**config.mk**
```make
export PLATFORM = sky130hd
export DESIGN_NAME = mbe_step
export DESIGN_NICKNAME = d
export VERILOG_FILES = /design/src/mbe_pkg.sv /design/src/mbe_step.sv
export SDC_FILE = /design/constraint.sdc
export NUM_CORES = 1
export LEC_CHECK = 0
export BUFFER_PORTS_ARGS = -buffer_cell sky130_fd_sc_hd__buf_4
export CORE_AREA = 4 4 214 216
export DETAILED_ROUTE_END_ITERATION = 7
export DIE_AREA = 0 0 218 220
export PLACE_DENSITY = 0.48
export SLEW_MARGIN = 0
export SYNTH_ARGS = -nofsm -noshare
export SYNTH_HDL_FRONTEND = slang
export SYNTH_SLANG_ARGS = --single-unit
```
**constraint.sdc**
```tcl
create_clock -name vclk -period 9.5
set_input_delay 1.9 -clock vclk [all_inputs]
set_output_delay 1.9 -clock vclk [all_outputs]
set_load 0.01 [all_outputs]
```
**src/mbe_pkg.sv**
```systemverilog
// shared types and constants for the mandelbrot escape-time block
// no dependencies; compiled before every other file
package mbe_pkg;

	localparam int unsigned C_W           = 32;
	localparam int unsigned Z_W           = 36;
	localparam int unsigned PROD_W        = 2 * Z_W;
	localparam int unsigned CNT_W         = 16;
	localparam int unsigned FRAC_BITS_DEF = 28;
	localparam int unsigned RING_DEPTH    = 3;
	localparam int unsigned TAG_W         = $clog2(RING_DEPTH) + 1;

	typedef logic signed [C_W-1:0]    c_t;
	typedef logic signed [Z_W-1:0]    z_t;
	typedef logic signed [PROD_W-1:0] prod_t;
	typedef logic [CNT_W-1:0]         count_t;
	typedef logic [TAG_W-1:0]         tag_t;

	localparam count_t MAX_ITER_RESET = count_t'(256);

	// one point circulating in the ring
	typedef struct packed {
		logic   valid;
		logic   done;
		logic   first;
		tag_t   tag;
		count_t count;
		c_t     c_re;
		c_t     c_im;
		z_t     z_re;
		z_t     z_im;
	} slot_t;

endpackage

```
**src/mbe_step.sv**
```systemverilog
// escape test and one z = z*z + c update for the slot leaving the products
// depends on mbe_pkg
module mbe_step #(
	parameter int unsigned FRAC_BITS = mbe_pkg::FRAC_BITS_DEF
) (
	input  mbe_pkg::slot_t  slot_i,
	input  mbe_pkg::prod_t  p_rr,
	input  mbe_pkg::prod_t  p_ii,
	input  mbe_pkg::prod_t  p_ri,
	input  mbe_pkg::count_t max_iter,
	output mbe_pkg::slot_t  slot_o
);
	import mbe_pkg::*;

	localparam logic [PROD_W:0] LIMIT = (PROD_W + 1)'(1) << (FRAC_BITS + 2);

	prod_t           sr, si, sx, re_sum, im_sum;
	logic [PROD_W:0] norm;
	logic            escaped;

	always_comb begin
		sr      = p_rr >>> FRAC_BITS;
		si      = p_ii >>> FRAC_BITS;
		// cross term doubled by shifting one place less
		sx      = p_ri >>> (FRAC_BITS - 1);
		norm    = {sr[PROD_W-1], sr} + {si[PROD_W-1], si};
		escaped = norm > LIMIT;
		re_sum  = sr - si + {{(PROD_W - C_W){slot_i.c_re[C_W-1]}}, slot_i.c_re};
		im_sum  = sx + {{(PROD_W - C_W){slot_i.c_im[C_W-1]}}, slot_i.c_im};

		slot_o = slot_i;
		if (slot_i.valid && !slot_i.done) begin
			// the squares of a z that came from a pass give its norm
			if (!slot_i.first && (escaped || slot_i.count >= max_iter)) begin
				slot_o.done = 1'b1;
			end else begin
				slot_o.z_re  = re_sum[Z_W-1:0];
				slot_o.z_im  = im_sum[Z_W-1:0];
				slot_o.count = slot_i.count + count_t'(1);
				slot_o.first = 1'b0;
			end
		end
	end

endmodule

```
### Yosys cells after proc, flatten, opt, wreduce, memory -nomap -nowiden

Index checks and enable logic that the tools add are counted.

* mux-type cells: 7
* add/subtract/negate cells: 5
* reductions and logical operators: 5
* order comparisons: 2

Operators with widths (count)
* 2-to-1 mux 72 bit: 2
* greater-than comparator 73 x 31 -> 1 bit, second input constant: 1
* adder 36 x 32 -> 36 bit: 2
* adder 44 x 44 -> 45 bit: 1
* subtractor 36 bit: 1
* 2-to-1 mux 16 bit: 2
* adder 16 x 1 -> 16 bit, second input constant: 1
* >= comparator 16 bit: 1
* logical AND 1 bit: 2
* zero test 1 bit: 2
* 2-to-1 mux 1 bit: 2
* 2-to-1 mux 2 bit: 1
* logical OR 1 bit: 1

* register bits after elaboration: 0
* logic and storage cells: 19

### Longest topological paths before layout

* depth in word-level cells: 6
* depth in mapped cells: 19

### Least setup slack after synthesis

No wires, ideal clock.

* kind: input -> output
* from: in slot_i[106] (netlist name)
* to: out slot_o[70] (netlist name)
* setup slack: 2.136 ns
* stages: 17
* data arrival time: 5.464 ns
* data required time: 7.600 ns
* path through: inv_1 -> fa_1 -> inv_1 -> ha_1 -> nor2b_1 -> o21ai_0 -> a21boi_0 -> o311ai_0 -> nand2_1 -> and3_1 -> o211ai_1 -> o21ai_0 -> nand4_1 -> a31oi_1 -> or4b_2 -> a31oi_1 -> a21o_1

RTL lines
* start, declared: RTL line mbe_step.sv:6 `input mbe_pkg::slot_t slot_i,`
* end, declared: RTL line mbe_step.sv:11 `output mbe_pkg::slot_t slot_o`

==> metrics.md <==
| Metric | Value |
|---|---|
| Run status | finished, final reports clean |
| Sort of element at the start of the critical path | input pin |
| Detailed-router iteration count before antenna repair | 5 |
| Sequential-to-total area share from yosys stat | 0% |
| Initial cell density of the core | between 20 and 25% |
| TNS Setup | 0 ps |
| Critical-path cell with the highest stage delay | sky130_fd_sc_hd__a2111oi_2 |
| Final period utilization | between 90% and 100% |
| Post-placement worst setup slack | between 600 and 700 ps |
| Core footprint | about 44000 um^2 |
| Vias per inst | 4.76 |
| Net total in the final layout | around 2300 |
| Max FO, Critical Path | 39 |
| Combinational power share | between 90% and 100% |
| Post-route antenna net violation count | 0 |
| Final HPWL from detailed placement | a little under 40000 um |
| Clock share of power | 0% |
| Top-level I/O count | 548 |
| Aggregate global-route resource usage | about 17% |
| Setup repair after global routing missed its margin | false |
| Number of buffers added on ports | 450 |
| Routed wirelength normalized by instance count | ~18 um |
| Area leader, netlist | sky130_fd_sc_hd__ha_1 |
| # Post-CTS Setup Buffers | 0 |
| Global-route wire length before repair | between 60000 and 70000 um |
| Slew at the pin closest to its max-slew limit | between 900 and 1000 ps |
| Most repeated library cell on the critical path | sky130_fd_sc_hd__buf_4 |
| Setup violations, final | 0 |
| Net switching power | between 0.5 and 0.6 mW |
| Post-CTS Resized | 0 |
| Switching share of power | 55.5% |
| Required time at the endpoint of the critical path | 7600 ps |
| Peak ir drop on the vdd network | 0.0185 mV |
| Max-cap viol count | 0 |
| Synth Cell Area | approximately 9700 um^2 |
| Crit. End Element | primary output |
| Arrival time at the worst endpoint | 6930 ps |
| Internal power summed over all cells | 0.432 mW |
| Final worst slack | about 670 ps |
| Sequential group share of total power | 0% |
| Fraction of layout cells with a size suffix above 1 | 27.8% |
| Worst-path cell chain | buf_4, ha_1, inv_1, fa_1, and2b_1, o31a_1, o21ai_2, a2111oi_2, nor2_1, a31o_1, a311o_1, nor4b_1, o21ai_1, nor2_1, a31oi_4, buf_4, a41oi_1, a22o_1, buf_4 |
| Y dimension of the die | around 220 um |
| Last weighted congestion value of the routability-driven placer | roughly 0.9 |
| Worst min-delay path class | in2out |
| Antenna violations before repair | 2 |
| FP Rows | slightly below 80 |
| Clock buffer count | 0 |
| Min-Delay Endpoint | slot_o[152] |
| DRC Markers | 0 |
| Largest net degree at the start of global routing | 40 |
| Fraction of met2 tracks used by global routing | between 30% and 40% |
| Final Max Tran Viols | 0 |
| Post-synthesis to final-layout area growth | 36.0% |
| Count of hold-fix buffers inserted at cts | 0 |
| Startpoint-to-endpoint class of the critical path | in2out |
| Vias | ~11000 |
| Sequential cell count of the final layout | 0 |
| Worst Hold Launch | slot_i[152] |
| Normalized max-slew margin | 38.8% |
| Post-place instance area | 13200 um^2 |
| Post-Synthesis Net Count | around 2000 |
| Areal power density over the cells | 73.7 nW/um^2 |
| Maximum clock rate | ~110 MHz |
| Reported leakage power | slightly below 7 nW |
| Drt first-iter violations | 517 |
| Met3 Use GR | 1.56% |
| WL final | roughly 43000 um |
| Post-Synthesis Mean Instance Area | 6.81 um^2 |
| Die ar. | around 48000 um^2 |
| Flip-flop and latch area | 0 um^2 |
| Global-route track usage on met1 | 20.2% |
| Main area contributors after synthesis | sky130_fd_sc_hd__ha_1 (17%), sky130_fd_sc_hd__fa_1 (7.6%), sky130_fd_sc_hd__inv_1 (7.2%), sky130_fd_sc_hd__o21ai_0 (5.7%), sky130_fd_sc_hd__buf_4 (5.7%) |
| Synthesized instance count | 1422 |
| Final hold violation count | 0 |
| Number of cells traversed by the worst hold path | 0 |
| Post-layout instance area | between 10000 and 15000 um^2 |
| Global route overflow | 0 |
| Vias in the first global route | 11000 |
| Synth cell types | 80 |
| GRT Max-Usage Layer | met2 |
| Area share of the largest cell type after synthesis | 17.1% |
| Filler Cell Count | roughly 5000 |
| Largest stage delay on the critical path | 580 ps |
| Post-layout min period | between 8000 and 9000 ps |
| Number of warnings issued by yosys | 0 |
| Die extent in x | roughly 220 um |
[Yosys cell counts, drive strengths merged (25+ instances only)]
cell,n
fa,37
xnor2,40
a21o,53
xor2,40
o21ai,118
nand2,133
a21oi,106
nand3,25
nor3,28
buf,90
inv,185
ha,132
nor2,81
[area by class of cell]
cell class	instances	area [um^2]	area share [%]
multi-input cells	1129	8290	63.0
well taps	592	741	5.63
diodes	1	2.50	0.0190
inverters	185	694	5.27
repair buffers	458	3440	26.1
[critical path: cells and delay by family]
family | cells | cell delay, ps
AO/OA/AOI/OAI | 9 | 2410
adder cells (fa/ha/maj) | 2 | 630
AND/OR/NAND/NOR | 4 | 1260
buffers and inverters | 4 | 690
[worst max-delay path by stage]
| stage | start | end | cells after the start |
|---|---|---|---|
| after floorplan | slot_i[106] | slot_o[70] | 17 |
| after global placement | p_ii[28] | slot_o[35] | 19 |
| after detailed placement | p_rr[28] | slot_o[35] | 19 |
| after CTS | p_ii[28] | slot_o[35] | 19 |
| after global routing | p_ii[28] | slot_o[145] | 19 |
| final | p_ii[28] | slot_o[35] | 19 |
[through the flow]
step | hold WS (ps) | power [mW] | instances | utilization, %
final | 3800 | 0.970 | 2365 | 30.0
after global routing | 3800 | 1.08 | 2365 | 30.0
after CTS | 3800 | 0.981 | 2364 | 30.0
after detailed placement | 3800 | 0.977 | 2364 | 30.0
after global placement | 3800 | 0.971 | 2364 | 30.0
after floorplan | 3880 | 0.608 | 1422 | -
[cells in the final DEF (no fill, tap or decap), drive strengths merged, types with 8 or more instances in the layout]
cell type,instances
a31oi,14
a2111oi,8
buf,458
nand2,133
nor4,9
o21bai,11
a21oi,106
nand4,20
and3,13
nand2b,22
and2,16
mux2,12
or3,11
nand3,25
nor2b,20
a211oi,22
nor3,28
xnor2,40
o2111ai,9
o21ai,118
ha,132
xor2,40
nor2,81
fa,37
inv,185
o211ai,18
a21o,53
o31ai,19
o21a,22
[power by group through the flow]
stage	Combinational (mW)	Sequential, mW	Clock (mW)
finish	0.970	0	0.0000000143
global route	1.08	0	0.0000000142
CTS	0.981	0	0
detailed placement	0.977	0	0
global placement	0.971	0	0
floorplan	0.608	0	0
[routing by layer]
metal  vias up  wire length [um]
met4         0               902
met1      5204             18100
li1       5671                 -
met5         -                 0
met3        43              2040
met2       339             22400
[kinds of logic (layout without fill, tap and decap cells)]
logic type / Yosys count / after routing / synth area share (%)
muxes: 16 / 16 / 1.81
xor gates and xnor gates: 80 / 80 / 7.24
other: 0 / 1 / 0
and+or+nand+nor: 401 / 401 / 20.2
AOI/OAI and AO/OA: 463 / 463 / 31.6
adders and majority gates: 169 / 169 / 24.7
buffers and inverters: 293 / 643 / 14.5
Note: power is estimated with default switching activity, not from simulation.
