==> src/mbe_pkg.sv <==
// shared types and constants for the mandelbrot escape-time block
// no dependencies; compiled before every other file
package mbe_pkg;

	localparam int unsigned C_W           = 32;
	localparam int unsigned Z_W           = 36;
	localparam int unsigned PROD_W        = 2 * Z_W;
	localparam int unsigned CNT_W         = 16;
	localparam int unsigned FRAC_BITS_DEF = 28;
	localparam int unsigned RING_DEPTH    = 3;
	localparam int unsigned TAG_W         = $clog2(RING_DEPTH) + 1;

	typedef logic signed [C_W-1:0]    c_t;
	typedef logic signed [Z_W-1:0]    z_t;
	typedef logic signed [PROD_W-1:0] prod_t;
	typedef logic [CNT_W-1:0]         count_t;
	typedef logic [TAG_W-1:0]         tag_t;

	localparam count_t MAX_ITER_RESET = count_t'(256);

	// one point circulating in the ring
	typedef struct packed {
		logic   valid;
		logic   done;
		logic   first;
		tag_t   tag;
		count_t count;
		c_t     c_re;
		c_t     c_im;
		z_t     z_re;
		z_t     z_im;
	} slot_t;

endpackage

==> src/mbe_cmul.sv <==
// two-stage signed 36x36 multiplier built from 18-bit partial products
// depends on mbe_pkg
module mbe_cmul (
	input  logic           clk,
	input  mbe_pkg::z_t    a,
	input  mbe_pkg::z_t    b,
	output mbe_pkg::prod_t p
);
	import mbe_pkg::*;

	localparam int unsigned H_W = Z_W / 2;

	logic signed [H_W-1:0]   a_hi, b_hi;
	logic signed [H_W:0]     a_lo, b_lo;
	logic signed [2*H_W-1:0] hh_s1;
	logic signed [2*H_W:0]   hl_s1, lh_s1;
	logic signed [2*H_W+1:0] ll_s1;
	prod_t                   p_s2;

	// high halves signed, low halves zero-extended
	assign a_hi = a[Z_W-1:H_W];
	assign b_hi = b[Z_W-1:H_W];
	assign a_lo = $signed({1'b0, a[H_W-1:0]});
	assign b_lo = $signed({1'b0, b[H_W-1:0]});

	always_ff @(posedge clk) begin
		hh_s1 <= a_hi * b_hi;
		hl_s1 <= a_hi * b_lo;
		lh_s1 <= a_lo * b_hi;
		ll_s1 <= a_lo * b_lo;
	end

	always_ff @(posedge clk) begin
		p_s2 <= (prod_t'(hh_s1) <<< (2 * H_W)) + (prod_t'(hl_s1) <<< H_W)
			+ (prod_t'(lh_s1) <<< H_W) + prod_t'(ll_s1);
	end

	assign p = p_s2;

endmodule

==> config.mk <==
export PLATFORM = sky130hd
export DESIGN_NAME = mbe_cmul
export DESIGN_NICKNAME = d
export VERILOG_FILES = /design/src/mbe_pkg.sv /design/src/mbe_cmul.sv
export SDC_FILE = /design/constraint.sdc
export NUM_CORES = 2
export LEC_CHECK = 0
export ABC_AREA = 0
export BUFFER_PORTS_ARGS = -buffer_cell sky130_fd_sc_hd__buf_4
export CORE_MARGIN = 1.5
export CORE_UTILIZATION = 45
export CTS_BUF_LIST = sky130_fd_sc_hd__clkbuf_4 sky130_fd_sc_hd__clkbuf_8
export DETAILED_ROUTE_END_ITERATION = 7
export PLACE_DENSITY = 0.57
export SYNTH_ARGS = -nofsm -noshare
export SYNTH_HDL_FRONTEND = slang
export SYNTH_SLANG_ARGS = --single-unit
==> constraint.sdc <==
create_clock -name clk -period 9.7 [get_ports clk]
set_input_delay 2.91 -clock clk [delete_from_list [all_inputs] [get_ports clk]]
set_output_delay 2.91 -clock clk [all_outputs]
set_load 0.01 [all_outputs]
# Yosys cells after proc, flatten, opt, wreduce, memory -nomap -nowiden

Cells that the tools add are included.
Widths: inputs -> output; s select.

Register bits after elaboration: 218
Latch bits: 0
Memory bits (writable): 0
ROM bits: 0
Input port bits: 73
Word-level logic and storage cells: 12
Memories kept: 0

$add $sub $neg: 3
$mul: 4
Div/mod/pow operators: 0
$lt $le $gt $ge: 0
Eq/ne operators: 0
Shift operators: 0
Multiplexer cells: 0
Bitwise logic cells: 0
Reduce and logical (&&, ||, !) cells: 0

Operators with widths:

| cell           | count |
|---|---|
| $add 72x55->72 | 2 |
| $add 72x37->72 | 1 |
| $mul 18x18->36 | 2 |
| $mul 18x19->37 | 1 |
| $mul 19x18->37 | 1 |

# Logic depth before layout (Yosys ltp)

Depth in word-level cells: 3
Mapped depth: 27
Depth with buffers taken out: 25

# Worst setup path before layout

OpenSTA, ideal clock, no wires.

Path type: input to register
From: input port a[27]
To: register hl_s1[36]
Setup time: 72 ps
Arrival time: 8931 ps
Data required time: 9628 ps
Slack: 697 ps
Cell stages on the path: 25
Path through: clkbuf_1 clkbuf_1 nand2_1 fa_1 inv_1 fa_1 inv_1 fa_1 inv_1 fa_1 fa_1 inv_1 fa_1 inv_1 ha_1 a2111oi_2 o21ai_1 a31oi_2 o21ai_2 a2111oi_4 o21ai_2 a31o_4 a31o_4 a221oi_2 xnor2_1

Longest elaborated chain between the ends: 1

RTL lines:

| element                | line           | text |
|---|---|---|
| start: declaration     | mbe_cmul.sv:5  | `input mbe_pkg::z_t a,` |
| $mul 18x19->37         | mbe_cmul.sv:28 | `hl_s1 <= a_hi * b_lo;` |
| end signal: assignment | mbe_cmul.sv:28 |  |
| end: declaration       | mbe_cmul.sv:16 | `logic signed [2*H_W:0] hl_s1, lh_s1;` |

No other way between the ends.

# Worst setup path after layout

From: input port b[21]
To: register lh_s1[32]

Longest elaborated chain between the ends: 1

RTL lines:

| element                | line           | text |
|---|---|---|
| start: declaration     | mbe_cmul.sv:6  | `input mbe_pkg::z_t b,` |
| $mul 19x18->37         | mbe_cmul.sv:29 | `lh_s1 <= a_lo * b_hi;` |
| end signal: assignment | mbe_cmul.sv:29 |  |
| end: declaration       | mbe_cmul.sv:16 |  |

No other way between the ends.

==> results.txt <==
- The final route contains around 37,000 vias.
- Status: complete, no violations
- Setup repair after global routing left no endpoint under its margin.
- TritonCTS built the clock tree.
- Pin count of the biggest net entering global routing: 37
- For this design the top-level I/O count stands at 145.
- DRC violation total after the first TritonRoute iteration: about 2,200
* Number of global-route vias before repair: between 40,000 and 50,000
- Warnings from Yosys: 0
- Once the floorplan was initialized, standard cells occupied between 40% and 50% of the core.
- Horizontal die dimension: around 340 microns
* Cts bufs inserted: 43
- Vias per inst: a little over 5
- Along the worst path, the maximum fanout reaches 22.
- Share of post-route cells with drive strength above 1: under 10%
- Final Cell Area: roughly 0.056 sq mm
* Number of nets produced by synthesis: about 7,500
* Die area: around 0.12 sq mm
* CTS sink cnt: ~220
* Clock input transition at the sequential cells of the worst setup and hold paths: 60 ps
- For this run, the post-layout net count is approximately 7,500.
- The number of setup buffers added after CTS is 0.
- Final Wtd Congestion: approximately 0.88
* Overall track demand over capacity in global routing: 25.4%
- Max-cap violations in this run came to 0.
- Detailed placement ended at an HPWL of 114,000 microns.
- The worst pin sits at a relative slew slack of between 20% and 30%.
- Layout Skew: roughly 54 ps
- CP Class: primary input to flop
- Count of hold-fix buffers inserted at cts: 0
* Drt first pass iters: 5
- Worst min-delay path class: flop to flop
- The longest clock path from root to sink contains 3 buffers.
- DRC violations left: 0
- The detail route stage leaves a number of antenna-violating nets equal to 0.
- The worst register-to-register path begins at ll_s1[19].
* Antenna violations before repair: 15
* Measured slew at the worst slew-check pin: ~1100 ps
- Post-synthesis sequential element count: 218
* Required time at the worst-slack endpoint: 10,330 ps
- Number of fill cells in the layout: roughly 11,000
- Setup violations remaining at the end of the flow were counted as 0.
* Routed wire length: approximately 140,000 microns
* Launch point of the worst hold path: ll_s1[6]
- The mapped netlist covers between 0.05 and 0.06 sq mm.
* Asr flop ratio synth: 0%
- Synthesis-to-layout area growth: 7.23%
* Crit path launch type: primary input
- Input and output buffers added on the ports amount to about 140.
- DP Area: around 0.055 sq mm
- Setup TNS: 0 ps
- The number of gates resized after CTS was 0.
* Insertion delay of the later-clocked pin in the worst-skew pair: roughly 690 ps
- H-tree depth: 2
- Final hold analysis gives a worst-case slack of roughly 320 ps.
* Number of different library cells in the post-synthesis netlist: between 70 and 80
- Final period util: 90.7%
- Worst Setup End Kind: flop
* Post-synthesis area per instance: 9.16 sq um
- Critical path launch point: b[21]
- From bottom edge to top edge, the die measures between 300 and 400 microns.
* Final Hold Viols: 0
- The first global-routing pass estimated around 230,000 microns of wire.
* Total congestion overflow: 0
- Buffer type at the clock tree root: sky130_fd_sc_hd__clkbuf_8
* Max-slew violation count: 0
- Crit path DAT: 9420 ps
* Standard-cell rows: roughly 130
- Dividing the detail-routed wire length by the instance count gives between 15 and 20 microns.
* Core box area: around 0.12 sq mm
- Final critical path time including I/O delays and setup: roughly 9000 ps
- Yosys mapped a number of flops with a built-in enable equal to 0.
* Number of standard cells after synthesis: around 5,700
- Summing the sequential cell areas from Yosys gives about 8.3% of the chip area.
* Highest attainable clock frequency: around 0.11 GHz
- Among all flip-flop cells after synthesis, the most frequent one is sky130_fd_sc_hd__dfxtp_1.
worst paths after layout:
path	end	slack (ps)	depth (start not counted)
max	lh_s1[32]	900	23
max reg2reg	p[65]	4800	15
min reg2reg	p[6]	320	0
min	p[6]	320	0
placed cells by master, fill, tap and decap left out, types with 38 or more instances in the layout:
cell type                  count
sky130_fd_sc_hd__a21o_1       79
sky130_fd_sc_hd__a21oi_1     132
sky130_fd_sc_hd__and2_1      630
sky130_fd_sc_hd__buf_4       261
sky130_fd_sc_hd__clkbuf_8     51
sky130_fd_sc_hd__dfxtp_1     218
sky130_fd_sc_hd__fa_1       1151
sky130_fd_sc_hd__ha_1        521
sky130_fd_sc_hd__inv_1      1335
sky130_fd_sc_hd__nand2_1     703
sky130_fd_sc_hd__nand2b_1     38
sky130_fd_sc_hd__nor2_1      120
sky130_fd_sc_hd__o21ai_0      53
sky130_fd_sc_hd__xnor2_1     128
sky130_fd_sc_hd__xor2_1       48
cell usage after synthesis, types with 9 or more instances:
master | instances | area, sq um
sky130_fd_sc_hd__o31ai_1 | 11 | 82.6
sky130_fd_sc_hd__o211ai_1 | 13 | 97.6
sky130_fd_sc_hd__nand3_1 | 26 | 130
sky130_fd_sc_hd__o21bai_1 | 22 | 165
sky130_fd_sc_hd__nor3_1 | 21 | 105
sky130_fd_sc_hd__clkbuf_1 | 270 | 1010
sky130_fd_sc_hd__o21ai_0 | 53 | 265
sky130_fd_sc_hd__o21ai_1 | 19 | 95.1
sky130_fd_sc_hd__nor2b_1 | 20 | 125
sky130_fd_sc_hd__dfxtp_1 | 218 | 4360
sky130_fd_sc_hd__and3_1 | 20 | 125
sky130_fd_sc_hd__a21oi_1 | 132 | 661
sky130_fd_sc_hd__nand4_1 | 9 | 56.3
sky130_fd_sc_hd__nand2b_1 | 38 | 238
sky130_fd_sc_hd__and2_1 | 630 | 3940
sky130_fd_sc_hd__a21o_1 | 79 | 593
sky130_fd_sc_hd__inv_1 | 1335 | 5010
sky130_fd_sc_hd__ha_1 | 521 | 6520
sky130_fd_sc_hd__xnor2_1 | 128 | 1120
sky130_fd_sc_hd__nand2_1 | 703 | 2640
sky130_fd_sc_hd__a211o_1 | 9 | 78.8
sky130_fd_sc_hd__nor2_1 | 120 | 450
sky130_fd_sc_hd__a31oi_1 | 17 | 106
sky130_fd_sc_hd__a211oi_1 | 12 | 90.1
sky130_fd_sc_hd__xor2_1 | 48 | 420
sky130_fd_sc_hd__o21a_1 | 20 | 150
sky130_fd_sc_hd__fa_1 | 1151 | 23000
per-layer routing:
metal	part of all wire, %	vias to the layer above	GRT usage [%]
met2	47	908	41.9
met4	3.0	18	7.20
met1	45	19300	34.9
met5	0.070	-	0
met3	5.5	204	3.47
li1	-	17000	-
layout make-up:
| class | count | area [sq um] | area share, % |
|---|---|---|---|
| inverter | 1335 | 5010 | 8.91 |
| tap | 1524 | 1910 | 3.39 |
| sequential | 218 | 4360 | 7.76 |
| clock buffer | 65 | 807 | 1.43 |
| antenna | 3 | 7.51 | 0.0133 |
| multi-input combinational | 3906 | 42100 | 74.8 |
| clock inverter | 12 | 76.3 | 0.136 |
| timing repair buffer | 264 | 2020 | 3.59 |
metrics by stage:
| stage | cells | setup slack, ps | utilization (%) |
|---|---|---|---|
| finish | 7327 | 902 | 48.6 |
| global route | 7326 | 624 | 48.6 |
| CTS | 7324 | 966 | 48.5 |
| detailed placement | 7247 | 226 | 47.8 |
| global placement | 7247 | 297 | 47.8 |
| floorplan | 5731 | 697 | - |
critical path, cell delays in order:
cell and delay [ps]:
sky130_fd_sc_hd__buf_4 310, sky130_fd_sc_hd__nand2_1 140, sky130_fd_sc_hd__fa_1 530, sky130_fd_sc_hd__fa_1 580, sky130_fd_sc_hd__fa_1 450, sky130_fd_sc_hd__fa_1 570
sky130_fd_sc_hd__inv_1 50, sky130_fd_sc_hd__fa_1 480, sky130_fd_sc_hd__inv_1 50, sky130_fd_sc_hd__fa_1 480, sky130_fd_sc_hd__inv_1 40, sky130_fd_sc_hd__ha_1 340
sky130_fd_sc_hd__and4_1 320, sky130_fd_sc_hd__o2111ai_1 140, sky130_fd_sc_hd__a21oi_1 160, sky130_fd_sc_hd__buf_4 170, sky130_fd_sc_hd__o2111ai_1 180, sky130_fd_sc_hd__a31oi_1 310
sky130_fd_sc_hd__o21ai_1 120, sky130_fd_sc_hd__a211o_1 290, sky130_fd_sc_hd__o21ai_0 210, sky130_fd_sc_hd__xor2_1 300, sky130_fd_sc_hd__buf_4 220
sequential cells by signal (all words and copies together), names as in the netlist:
signal  count
p          72
lh_s1      37
ll_s1      36
hl_s1      37
hh_s1      36
cells by family (layout without fill, tap and decap cells):
logic type	after synthesis	after routing	synth area share, %
compound gates	446	446	5.68
buf+inv	1607	1676	11.5
fa+ha+maj	1672	1672	56.3
other cells	0	3	0
xor+xnor	176	176	2.94
flops	218	218	8.32
mux	1	1	0.0191
simple gates	1611	1611	15.2
Power is left out: the tool's default activity adds up to more than one toggle a clock period on the data nets, which glitch-free logic cannot reach.
